<file path="src/rtl/pas_pkg.sv">
// Shared constants and types for the paren alignment scanner.
package pas_pkg;

  localparam int STACK_DEPTH = 16;
  localparam int COLUMN_BITS = 12;
  localparam int ALIGN_BITS  = 12;
  localparam int COUNT_BITS  = $clog2(STACK_DEPTH + 1);

  typedef logic [COLUMN_BITS-1:0] col_t;
  typedef logic [COUNT_BITS-1:0]  cnt_t;
  typedef logic [ALIGN_BITS-1:0]  align_t;

  localparam col_t COL_MAX = '1;

  // item kinds
  localparam logic KIND_CHAR = 1'b0;
  localparam logic KIND_EOL  = 1'b1;

  // characters of interest
  localparam logic [7:0] CH_LPAREN = 8'h28;
  localparam logic [7:0] CH_LBRACK = 8'h5B;
  localparam logic [7:0] CH_RPAREN = 8'h29;
  localparam logic [7:0] CH_RBRACK = 8'h5D;
  localparam logic [7:0] CH_DQUOTE = 8'h22;
  localparam logic [7:0] CH_SQUOTE = 8'h27;
  localparam logic [7:0] CH_BANG   = 8'h21;
  localparam logic [7:0] CH_SLASH  = 8'h2F;
  localparam logic [7:0] CH_SPACE  = 8'h20;
  localparam logic [7:0] CH_TAB    = 8'h09;
  localparam logic [7:0] CH_CR     = 8'h0D;

  typedef enum logic [1:0] {
    OP_HOLD,
    OP_PUSH,
    OP_POP,
    OP_REPL
  } stack_op_t;

  typedef struct packed {
    logic        kind;
    logic [7:0]  ch;
    logic        new_statement;
  } in_item_t;

  typedef struct packed {
    logic        open_bracket;
    align_t      align_column;
    logic        overflow;
  } out_item_t;

  typedef struct packed {
    logic        clear;
    stack_op_t   op;
    col_t        data;
  } stack_cmd_t;

  typedef struct packed {
    cnt_t        count;
    col_t        below_top;
  } stack_stat_t;

endpackage

</file>
<file path="src/rtl/pas_cell.sv">
// One entry of the column stack; shifts down on push, up on pop; on replace only the lead (top) cell loads.
module pas_cell (
  input  logic                clk,
  input  pas_pkg::stack_op_t  op,
  input  logic                lead,
  input  pas_pkg::col_t       shift_in,
  input  pas_pkg::col_t       shift_up,
  output pas_pkg::col_t       value
);

  always_ff @(posedge clk) begin
    case (op)
      pas_pkg::OP_PUSH: value <= shift_in;
      pas_pkg::OP_POP:  value <= shift_up;
      pas_pkg::OP_REPL: begin
        if (lead) begin
          value <= shift_in;
        end
      end
      default: ;
    endcase
  end

endmodule

</file>
<file path="src/rtl/pas_stack.sv">
// Column stack: a row of cells with the top at cell 0, plus the fill count.
module pas_stack (
  input  logic                  clk,
  input  logic                  rst,
  input  pas_pkg::stack_cmd_t   cmd,
  output pas_pkg::stack_stat_t  stat
);

  pas_pkg::col_t vals [pas_pkg::STACK_DEPTH];
  pas_pkg::cnt_t count;
  pas_pkg::cnt_t count_base;
  pas_pkg::cnt_t count_next;

  for (genvar i = 0; i < pas_pkg::STACK_DEPTH; i++) begin : g_cell
    pas_pkg::col_t shift_in;
    pas_pkg::col_t shift_up;
    if (i == 0) begin : g_head
      assign shift_in = cmd.data;
    end else begin : g_body
      assign shift_in = vals[i-1];
    end
    if (i == pas_pkg::STACK_DEPTH - 1) begin : g_tail
      assign shift_up = vals[i];
    end else begin : g_mid
      assign shift_up = vals[i+1];
    end
    pas_cell u_cell (
      .clk      (clk),
      .op       (cmd.op),
      .lead     ((i == 0) ? 1'b1 : 1'b0),
      .shift_in (shift_in),
      .shift_up (shift_up),
      .value    (vals[i])
    );
  end

  always_comb begin
    count_base = cmd.clear ? '0 : count;
    count_next = count_base;
    case (cmd.op)
      pas_pkg::OP_PUSH: count_next = count_base + pas_pkg::cnt_t'(1);
      pas_pkg::OP_POP:  count_next = count_base - pas_pkg::cnt_t'(1);
      default: ;
    endcase
  end

  always_ff @(posedge clk) begin
    if (rst) begin
      count <= '0;
    end else begin
      count <= count_next;
    end
  end

  assign stat.count     = count;
  assign stat.below_top = vals[1];

endmodule

</file>
<file path="src/rtl/paren_alignment_scanner_unit.sv">
// Paren alignment scanner top level: scan control, stack, output skid buffer.
// Throughput: one item per cycle while in_stall is low (skid slot empty); characters and end-of-line items alike.
// An end-of-line item's result is registered into out_item, or into the skid slot
// when out_item is held by out_stall.
// Reset (rst, synchronous): clears scan state, stack count, start indent and
// both output slots; stack cells are not cleared and never read before write.
module paren_alignment_scanner_unit (
  input  logic                clk,
  input  logic                rst,
  input  logic                in_valid,
  output logic                in_stall,
  input  pas_pkg::in_item_t   in_item,
  output logic                out_valid,
  input  logic                out_stall,
  output pas_pkg::out_item_t  out_item
);

  typedef enum logic [1:0] {
    MODE_OUT,
    MODE_QUOTE,
    MODE_OPEN,
    MODE_INSIDE
  } mode_t;

  function automatic pas_pkg::col_t sat_add(pas_pkg::col_t a, pas_pkg::col_t b);
    logic [pas_pkg::COLUMN_BITS:0] s;
    s = {1'b0, a} + {1'b0, b};
    return s[pas_pkg::COLUMN_BITS] ? pas_pkg::COL_MAX : s[pas_pkg::COLUMN_BITS-1:0];
  endfunction

  // clamp to the result field width
  function automatic pas_pkg::align_t sat_out(pas_pkg::col_t c);
    logic [15:0] w;
    w = 16'(c);
    return (w > 16'((1 << pas_pkg::ALIGN_BITS) - 1)) ? '1 : w[pas_pkg::ALIGN_BITS-1:0];
  endfunction

  function automatic logic is_blank(logic [7:0] c);
    return (c == pas_pkg::CH_SPACE) || ((c >= pas_pkg::CH_TAB) && (c <= pas_pkg::CH_CR));
  endfunction

  // scan state
  mode_t         scan_mode, scan_mode_next;
  mode_t         return_mode, return_mode_next;
  logic [7:0]    quote_char, quote_char_next;
  pas_pkg::col_t indent_col, indent_col_next;
  pas_pkg::col_t line_base, line_base_next;
  pas_pkg::col_t start_indent, start_indent_next;
  pas_pkg::col_t column, column_next;
  logic          in_comment, in_comment_next;
  logic          first_line, first_line_next;
  logic          seen_nonblank, seen_nonblank_next;
  logic          overflow_flag, overflow_flag_next;

  // output slots: main register and skid
  pas_pkg::out_item_t skid_item;
  logic               skid_valid;

  pas_pkg::stack_cmd_t  cmd;
  pas_pkg::stack_stat_t stat;

  logic          accept;
  logic          ns;
  logic          is_quote, is_open, is_close;
  logic          do_push, do_pop, do_repl;
  logic          res_valid;
  pas_pkg::out_item_t res;

  // values after an optional new-statement clear
  mode_t         mode_e, ret_e;
  logic [7:0]    qc_e;
  pas_pkg::cnt_t cnt_e;
  pas_pkg::col_t cur_e, lb_e, col_e, pv, pop_cur;
  logic          cm_e, fl_e, sn_e, of_e;

  pas_stack u_stack (
    .clk  (clk),
    .rst  (rst),
    .cmd  (cmd),
    .stat (stat)
  );

  assign in_stall = skid_valid;
  assign accept   = in_valid && !in_stall;
  assign ns       = in_item.new_statement;

  assign is_quote = (in_item.ch == pas_pkg::CH_DQUOTE) || (in_item.ch == pas_pkg::CH_SQUOTE);
  assign is_open  = (in_item.ch == pas_pkg::CH_LPAREN) || (in_item.ch == pas_pkg::CH_LBRACK);
  assign is_close = (in_item.ch == pas_pkg::CH_RPAREN) || (in_item.ch == pas_pkg::CH_RBRACK);

  always_comb begin
    mode_e = ns ? MODE_OUT : scan_mode;
    ret_e  = ns ? MODE_OUT : return_mode;
    qc_e   = ns ? 8'h00 : quote_char;
    cnt_e  = ns ? '0 : stat.count;
    cur_e  = ns ? '0 : indent_col;
    lb_e   = ns ? '0 : line_base;
    col_e  = ns ? '0 : column;
    cm_e   = ns ? 1'b0 : in_comment;
    fl_e   = ns ? 1'b1 : first_line;
    sn_e   = ns ? 1'b0 : seen_nonblank;
    of_e   = ns ? 1'b0 : overflow_flag;
    pv     = sat_add(lb_e, col_e);

    scan_mode_next     = scan_mode;
    return_mode_next   = return_mode;
    quote_char_next    = quote_char;
    indent_col_next    = indent_col;
    line_base_next     = line_base;
    start_indent_next  = start_indent;
    column_next        = column;
    in_comment_next    = in_comment;
    first_line_next    = first_line;
    seen_nonblank_next = seen_nonblank;
    overflow_flag_next = overflow_flag;

    cmd.clear = accept && ns;
    cmd.op    = pas_pkg::OP_HOLD;
    cmd.data  = pv;

    do_push   = 1'b0;
    do_pop    = 1'b0;
    do_repl   = 1'b0;
    res_valid = 1'b0;
    res       = '0;
    pop_cur   = '0;

    if (accept) begin
      scan_mode_next     = mode_e;
      return_mode_next   = ret_e;
      quote_char_next    = qc_e;
      indent_col_next    = cur_e;
      line_base_next     = lb_e;
      column_next        = col_e;
      in_comment_next    = cm_e;
      first_line_next    = fl_e;
      seen_nonblank_next = sn_e;
      overflow_flag_next = of_e;

      if (in_item.kind == pas_pkg::KIND_CHAR) begin
        // statement indent: first non-space on the statement's first line
        if (fl_e && !sn_e && (in_item.ch != pas_pkg::CH_SPACE)) begin
          start_indent_next  = col_e;
          seen_nonblank_next = 1'b1;
        end
        column_next = (col_e == pas_pkg::COL_MAX) ? col_e : col_e + pas_pkg::col_t'(1);

        if (!cm_e) begin
          case (mode_e)
            MODE_OUT: begin
              if (is_quote) begin
                quote_char_next  = in_item.ch;
                return_mode_next = MODE_OUT;
                scan_mode_next   = MODE_QUOTE;
              end else if (is_open) begin
                do_push        = 1'b1;
                scan_mode_next = MODE_OPEN;
              end else if (in_item.ch == pas_pkg::CH_BANG) begin
                in_comment_next = 1'b1;
              end
            end
            MODE_QUOTE: begin
              if (is_quote && (in_item.ch == qc_e)) begin
                scan_mode_next = ret_e;
              end
            end
            MODE_OPEN: begin
              if (is_quote) begin
                do_repl          = 1'b1;
                quote_char_next  = in_item.ch;
                return_mode_next = MODE_INSIDE;
                scan_mode_next   = MODE_QUOTE;
              end else if (is_open) begin
                do_push        = 1'b1;
                scan_mode_next = MODE_OPEN;
              end else if (is_close) begin
                do_pop         = 1'b1;
                scan_mode_next = (cnt_e <= pas_pkg::cnt_t'(1)) ? MODE_OUT : MODE_OPEN;
              end else if (in_item.ch == pas_pkg::CH_BANG) begin
                in_comment_next = 1'b1;
              end else if ((in_item.ch != pas_pkg::CH_SLASH) && !is_blank(in_item.ch)) begin
                do_repl        = 1'b1;
                scan_mode_next = MODE_INSIDE;
              end
            end
            default: begin
              if (is_quote) begin
                quote_char_next  = in_item.ch;
                return_mode_next = MODE_INSIDE;
                scan_mode_next   = MODE_QUOTE;
              end else if (is_open) begin
                do_push        = 1'b1;
                scan_mode_next = MODE_OPEN;
              end else if (is_close) begin
                do_pop         = 1'b1;
                scan_mode_next = (cnt_e <= pas_pkg::cnt_t'(1)) ? MODE_OUT : MODE_INSIDE;
              end else if (in_item.ch == pas_pkg::CH_BANG) begin
                in_comment_next = 1'b1;
              end
            end
          endcase
        end

        // after a pop the top is the old second entry, or the statement indent
        pop_cur = (cnt_e > pas_pkg::cnt_t'(1)) ? stat.below_top : start_indent_next;

        if (do_push) begin
          indent_col_next = pv;
          if (cnt_e < pas_pkg::cnt_t'(pas_pkg::STACK_DEPTH)) begin
            cmd.op = pas_pkg::OP_PUSH;
          end else begin
            overflow_flag_next = 1'b1;
          end
        end
        if (do_pop && (cnt_e != '0)) begin
          cmd.op          = pas_pkg::OP_POP;
          indent_col_next = pop_cur;
        end
        if (do_repl) begin
          // pop then push: a plain push when the stack is empty
          indent_col_next = pv;
          cmd.op = (cnt_e == '0) ? pas_pkg::OP_PUSH : pas_pkg::OP_REPL;
        end
      end else begin
        line_base_next  = cur_e;
        column_next     = '0;
        in_comment_next = 1'b0;
        first_line_next = 1'b0;

        res_valid        = 1'b1;
        res.open_bracket = (cnt_e != '0);
        res.align_column = (cnt_e != '0) ? sat_out(cur_e) : '0;
        res.overflow     = of_e;
      end
    end
  end

  always_ff @(posedge clk) begin
    if (rst) begin
      scan_mode     <= MODE_OUT;
      return_mode   <= MODE_OUT;
      quote_char    <= 8'h00;
      indent_col    <= '0;
      line_base     <= '0;
      start_indent  <= '0;
      column        <= '0;
      in_comment    <= 1'b0;
      first_line    <= 1'b1;
      seen_nonblank <= 1'b0;
      overflow_flag <= 1'b0;
    end else begin
      scan_mode     <= scan_mode_next;
      return_mode   <= return_mode_next;
      quote_char    <= quote_char_next;
      indent_col    <= indent_col_next;
      line_base     <= line_base_next;
      start_indent  <= start_indent_next;
      column        <= column_next;
      in_comment    <= in_comment_next;
      first_line    <= first_line_next;
      seen_nonblank <= seen_nonblank_next;
      overflow_flag <= overflow_flag_next;
    end
  end

  // Output register with a skid slot: a new result lands in the skid only
  // when the main register is held; the skid then stalls the input.
  always_ff @(posedge clk) begin
    if (rst) begin
      out_valid  <= 1'b0;
      skid_valid <= 1'b0;
    end else if (skid_valid) begin
      if (!out_stall) begin
        out_item   <= skid_item;
        skid_valid <= 1'b0;
      end
    end else if (!out_valid || !out_stall) begin
      out_valid <= res_valid;
      if (res_valid) begin
        out_item <= res;
      end
    end else if (res_valid) begin
      skid_item  <= res;
      skid_valid <= 1'b1;
    end
  end

`ifndef SYNTHESIS
  a_skid_behind_out: assert property (@(posedge clk) disable iff (rst)
    skid_valid |-> out_valid)
    else $error("skid slot full while output register empty");

  a_mode_needs_entry: assert property (@(posedge clk) disable iff (rst)
    (scan_mode == MODE_OPEN || scan_mode == MODE_INSIDE) |-> stat.count != '0)
    else $error("inside brackets with an empty stack");

  a_count_bound: assert property (@(posedge clk) disable iff (rst)
    stat.count <= pas_pkg::cnt_t'(pas_pkg::STACK_DEPTH))
    else $error("stack count past depth");

  a_overflow_sticky: assert property (@(posedge clk) disable iff (rst)
    (overflow_flag && !(accept && ns)) |=> overflow_flag)
    else $error("overflow flag dropped within a statement");

  a_closed_zero_col: assert property (@(posedge clk) disable iff (rst)
    (out_valid && !out_item.open_bracket) |-> out_item.align_column == '0)
    else $error("align column set with no open bracket");
`endif

endmodule

</file>
<file path="config.mk">
export PLATFORM = sky130hd
export DESIGN_NAME = paren_alignment_scanner_unit
export DESIGN_NICKNAME = d
export VERILOG_FILES = /design/src/rtl/pas_pkg.sv /design/src/rtl/pas_cell.sv /design/src/rtl/pas_stack.sv /design/src/rtl/paren_alignment_scanner_unit.sv
export SDC_FILE = /design/constraint.sdc
export NUM_CORES = 1
export LEC_CHECK = 0
export ABC_AREA = 1
export BUFFER_PORTS_ARGS = -buffer_cell sky130_fd_sc_hd__buf_2
export CAP_MARGIN = 20
export CORE_MARGIN = 3
export CORE_UTILIZATION = 45
export DETAILED_ROUTE_END_ITERATION = 6
export HOLD_SLACK_MARGIN = 0.1
export SLEW_MARGIN = 20
export SYNTH_ARGS = -nofsm -noshare
export SYNTH_HDL_FRONTEND = slang
export SYNTH_HIERARCHICAL = 1
export SYNTH_SLANG_ARGS = --single-unit
</file>
<file path="constraint.sdc">
create_clock -name clk -period 17.75 [get_ports clk]
set_clock_uncertainty 0.1 [all_clocks]
set_input_delay 5.325 -clock clk [delete_from_list [all_inputs] [get_ports clk]]
set_output_delay 5.325 -clock clk [all_outputs]
set_load 0.005 [all_outputs]
</file>
==> results.md <==
- Outcome: finished clean
- CTS tree: yes
- Antenna Violating Nets Remaining: 0
- Worst reg2reg path startpoint: in_stall
- H-tree depth: 2
- Max capacitance violation total: 0
- Placed cell count: 2381
- Async S/R FF share, synth: 0%
- Most frequent CP cell: inv_1
- Area taken by multi-input logic gates: approximately 6600 um^2
- Vias in the first global route: 11.84k
- Overflow left after global routing: 0
- Final-report hold violation count: 0
- Top FF cell, synth: edfxtp_1
- Total number of yosys warnings: 6
- Worst-path cell with the longest stage delay: nand2_1
- Total Power: 1.448 mW
- Peak supply drop: between 0.08 and 0.09 mV
- Category of the most critical setup path: input port to flop
- Routed vias: 12.28k
- Family with the most delay on the worst path: buffers and inverters
- Fraction of power spent switching nets: between 20% and 30%
- Post-CTS repair timing setup buffer count: 0
- Setup violations, final: 0
- Crit path arrival time: between 8000 and 9000 ps
- Leakage: 7.565 nW
- Startpoint type of the worst setup path: input port
- Mean cell area of the mapped netlist: 8.135 um^2
- Crit path required time: 18080 ps
- Largest fanout on the critical path: 34
- Sequential fraction of design power: 50.2%
- Internal power: 1.143 mW
- Average wire per cell in the routed design: 15.56 um
- Half-perimeter wire length after detailed placement: 27670 um
- Number of buffers inserted for hold repair after clock tree synthesis: 0
- Count of cells resized by post-cts repair: 0
- Actual transition at the worst max-transition pin: 858.4 ps
- Unrepaired setup endpoints after global routing: no
- Filler Cell Count: 3346
- Global placer's final weighted congestion: 0.8934
- Clk pin slew, worst setup/hold paths: ~50 ps
- Core footprint: approximately 34000 um^2
- Seq/Total Area, Yosys: 51.00%
- DR pass1 iterations: 6
- Storage cell area: 8028 um^2
- Area enclosed by the die boundary: approximately 37000 um^2
- Maximum clock rate: approximately 120 MHz
- Clock network fraction of design power: between 40% and 50%
- Final instance count without filler cells: 2444
- Comb pwr share: about 2.4%
- Slowest stage delay, CP: 450 ps
- Initial Utilization: 46.25%
- Cell area after technology mapping: between 15000 and 20000 um^2
- Combined global-route utilization of all metal layers: 20.75%
- PwrDens: around 84 nW/um^2
- Launching instance or port of the critical path: in_item[0]
- Most frequent cells in the layout: 911 x nand2_1, 220 x edfxtp_1, 140 x inv_1, 126 x nor2_1, 72 x nand3_1
- Largest net degree at the start of global routing: 45
- Rows: 67
- Insertion delay of the later-clocked pin in the worst-skew pair: 530 ps
- Fraction of the cycle the final worst path needs: 48.23%
- Number of violations reported at the end of detailed-routing iteration 0: 898
- Die Width: roughly 190 um
- Wire length of the first global-routing pass: 61550 um
- Switching Power: 305.2 uW
- Vert. Die Dim: 193.0 um
- Root buffer cell: clkbuf_16
- DRC viols: 0
- Number of nets at the end of the flow: 2035
- Number of port buffers: 29
- Path category of the worst min-delay check: flop to flop
- Critical path cell sequence: buf_2, inv_6, nand2_1, nand2_1, inv_1, a211oi_4, buf_4, ha_1, inv_1, fa_1, inv_1, nand3_2, nand3_1, nand3_1, nand2_1, inv_1
- Top-level I/O count: 30
- Buffers from clock root to sink, at most: 3
- Number of sinks on the clock net: 291
- Ratio of cells with drive above 1 in the final layout: 9.469%
- Post-synth cell types: 53
- Number of buffers added by the clock tree synthesis step: 35
- Startpoint of the most critical hold path: indent_col[2]
- Sum Neg Setup Slack: 0 ps
- Worst-case headroom to the max-slew limit: 42.64%
- Number of synthesized flops with an enable pin: 220
- Initial antenna violation count: 0
- Minimum clock period: 8561 ps
- WP buf/inv: 7
- Diode count: 0
- Vias/cell: 5.024
- Most common library cell in the layout ignoring fill and taps: nand2_1
- Nature of the critical path endpoint: flop
- Number of max-slew violations in the final report: 0
- Post-synthesis register bit count: 291
- Cell count after synthesis: slightly below 2k
- Area growth, synth to finish: 9.498%
- Total wire length: between 30000 and 40000 um
- End-of-flow core utilization: 50.64%
## power groups by stage
stage	registers (mW)	clock network (mW)	logic, mW
2_1_floorplan	0.741	0	0.0246
3_3_place_gp	0.741	0	0.0340
3_5_place_dp	0.741	0	0.0342
4_1_cts	0.727	0.704	0.0344
5_1_grt	0.727	0.729	0.0383
6_report	0.727	0.687	0.0344
## per-layer routing
metal | part of all wire, % | GRT usage [%] | up-vias
met5 | 0 | 0 | -
met4 | 3.0 | 6.898 | 0
met3 | 5.2 | 3.309 | 78
met2 | 46 | 34.38 | 307
met1 | 46 | 27.97 | 5665
li1 | - | - | 6228
## logic make-up (layout without fill, tap and decap cells)
family                     count (synthesis)  count (layout)  synth area share [%]
and+or+nand+nor                         1183            1183                 30.90
DFF                                      291             291                 51.00
buffers and inverters                    243             290                 7.662
AOI/OAI and AO/OA                        147             147                 5.238
adders and majority gates                 51              51                 4.149
xor gates and xnor gates                  18              18                 1.002
other                                      2              16               0.04771
## registers in the layout, summed over array words and instances, names as in the netlist
| register | count |
|---|---|
| overflow_flag | 1 |
| in_stall | 1 |
| out_valid | 1 |
| line_base | 12 |
| in_comment | 1 |
| column | 12 |
| out_item | 14 |
| u_stack/count | 5 |
| indent_col | 12 |
| first_line | 1 |
| skid_item | 14 |
| seen_nonblank | 1 |
| scan_mode | 2 |
| u_stack/g_cell.u_cell/value | 192 |
| return_mode | 2 |
| quote_char | 8 |
| start_indent | 12 |
## synth_stat cells (4+ instances only)
| master | instances | share of area, % |
|---|---|---|
| nand2_1 | 911 | 22 |
| edfxtp_1 | 220 | 42 |
| inv_1 | 140 | 3.3 |
| nor2_1 | 127 | 3.0 |
| nand3_1 | 72 | 2.3 |
| dfxtp_1 | 71 | 9.0 |
| a21oi_1 | 55 | 1.7 |
| ha_1 | 49 | 3.9 |
| o21ai_0 | 49 | 1.6 |
| inv_2 | 32 | 0.76 |
| buf_6 | 25 | 1.8 |
| buf_4 | 22 | 1.0 |
| nor2_2 | 13 | 0.52 |
| o21ai_1 | 13 | 0.41 |
| nand2_2 | 12 | 0.48 |
| nand4_1 | 12 | 0.48 |
| xor2_1 | 12 | 0.67 |
| buf_2 | 11 | 0.35 |
| nor2_4 | 10 | 0.72 |
| clkbuf_1 | 6 | 0.14 |
| nand2_4 | 6 | 0.43 |
| o22ai_1 | 6 | 0.24 |
| xnor2_1 | 6 | 0.33 |
| a31oi_1 | 4 | 0.16 |
## layout make-up
type,instances,share of cell area (%)
clock buffers,45,5.546
clock inverters,18,0.7985
inverters,178,3.934
multi-input cells,1415,38.18
flip-flops and latches,291,46.57
well taps,448,3.252
repair buffers,49,1.713
## worst min-delay path: cells and delay by family (launching register included)
kind	cells	cell delay (ps)
DFF	1	310
and+or+nand+nor	2	100
## worst paths after layout
check	to	slack (ps)	cells past startpoint
setup reg to reg	u_stack/count[3]	14190	12
setup / recovery	u_stack/count[4]	9190	16
hold / removal	indent_col[2]	350	2
hold reg to reg	indent_col[2]	350	2
## per-stage QoR
step	instance area, um^2	setup slack, ps	hold slack [ps]
after detailed placement	16140	8678	339.2
after CTS	17230	9236	350.9
after floorplan	15790	8338	323.2
after global placement	16140	8798	333.8
after global routing	17240	8958	370.8
final	17240	9189	350.1
Note: power is estimated with default switching activity, not from simulation.
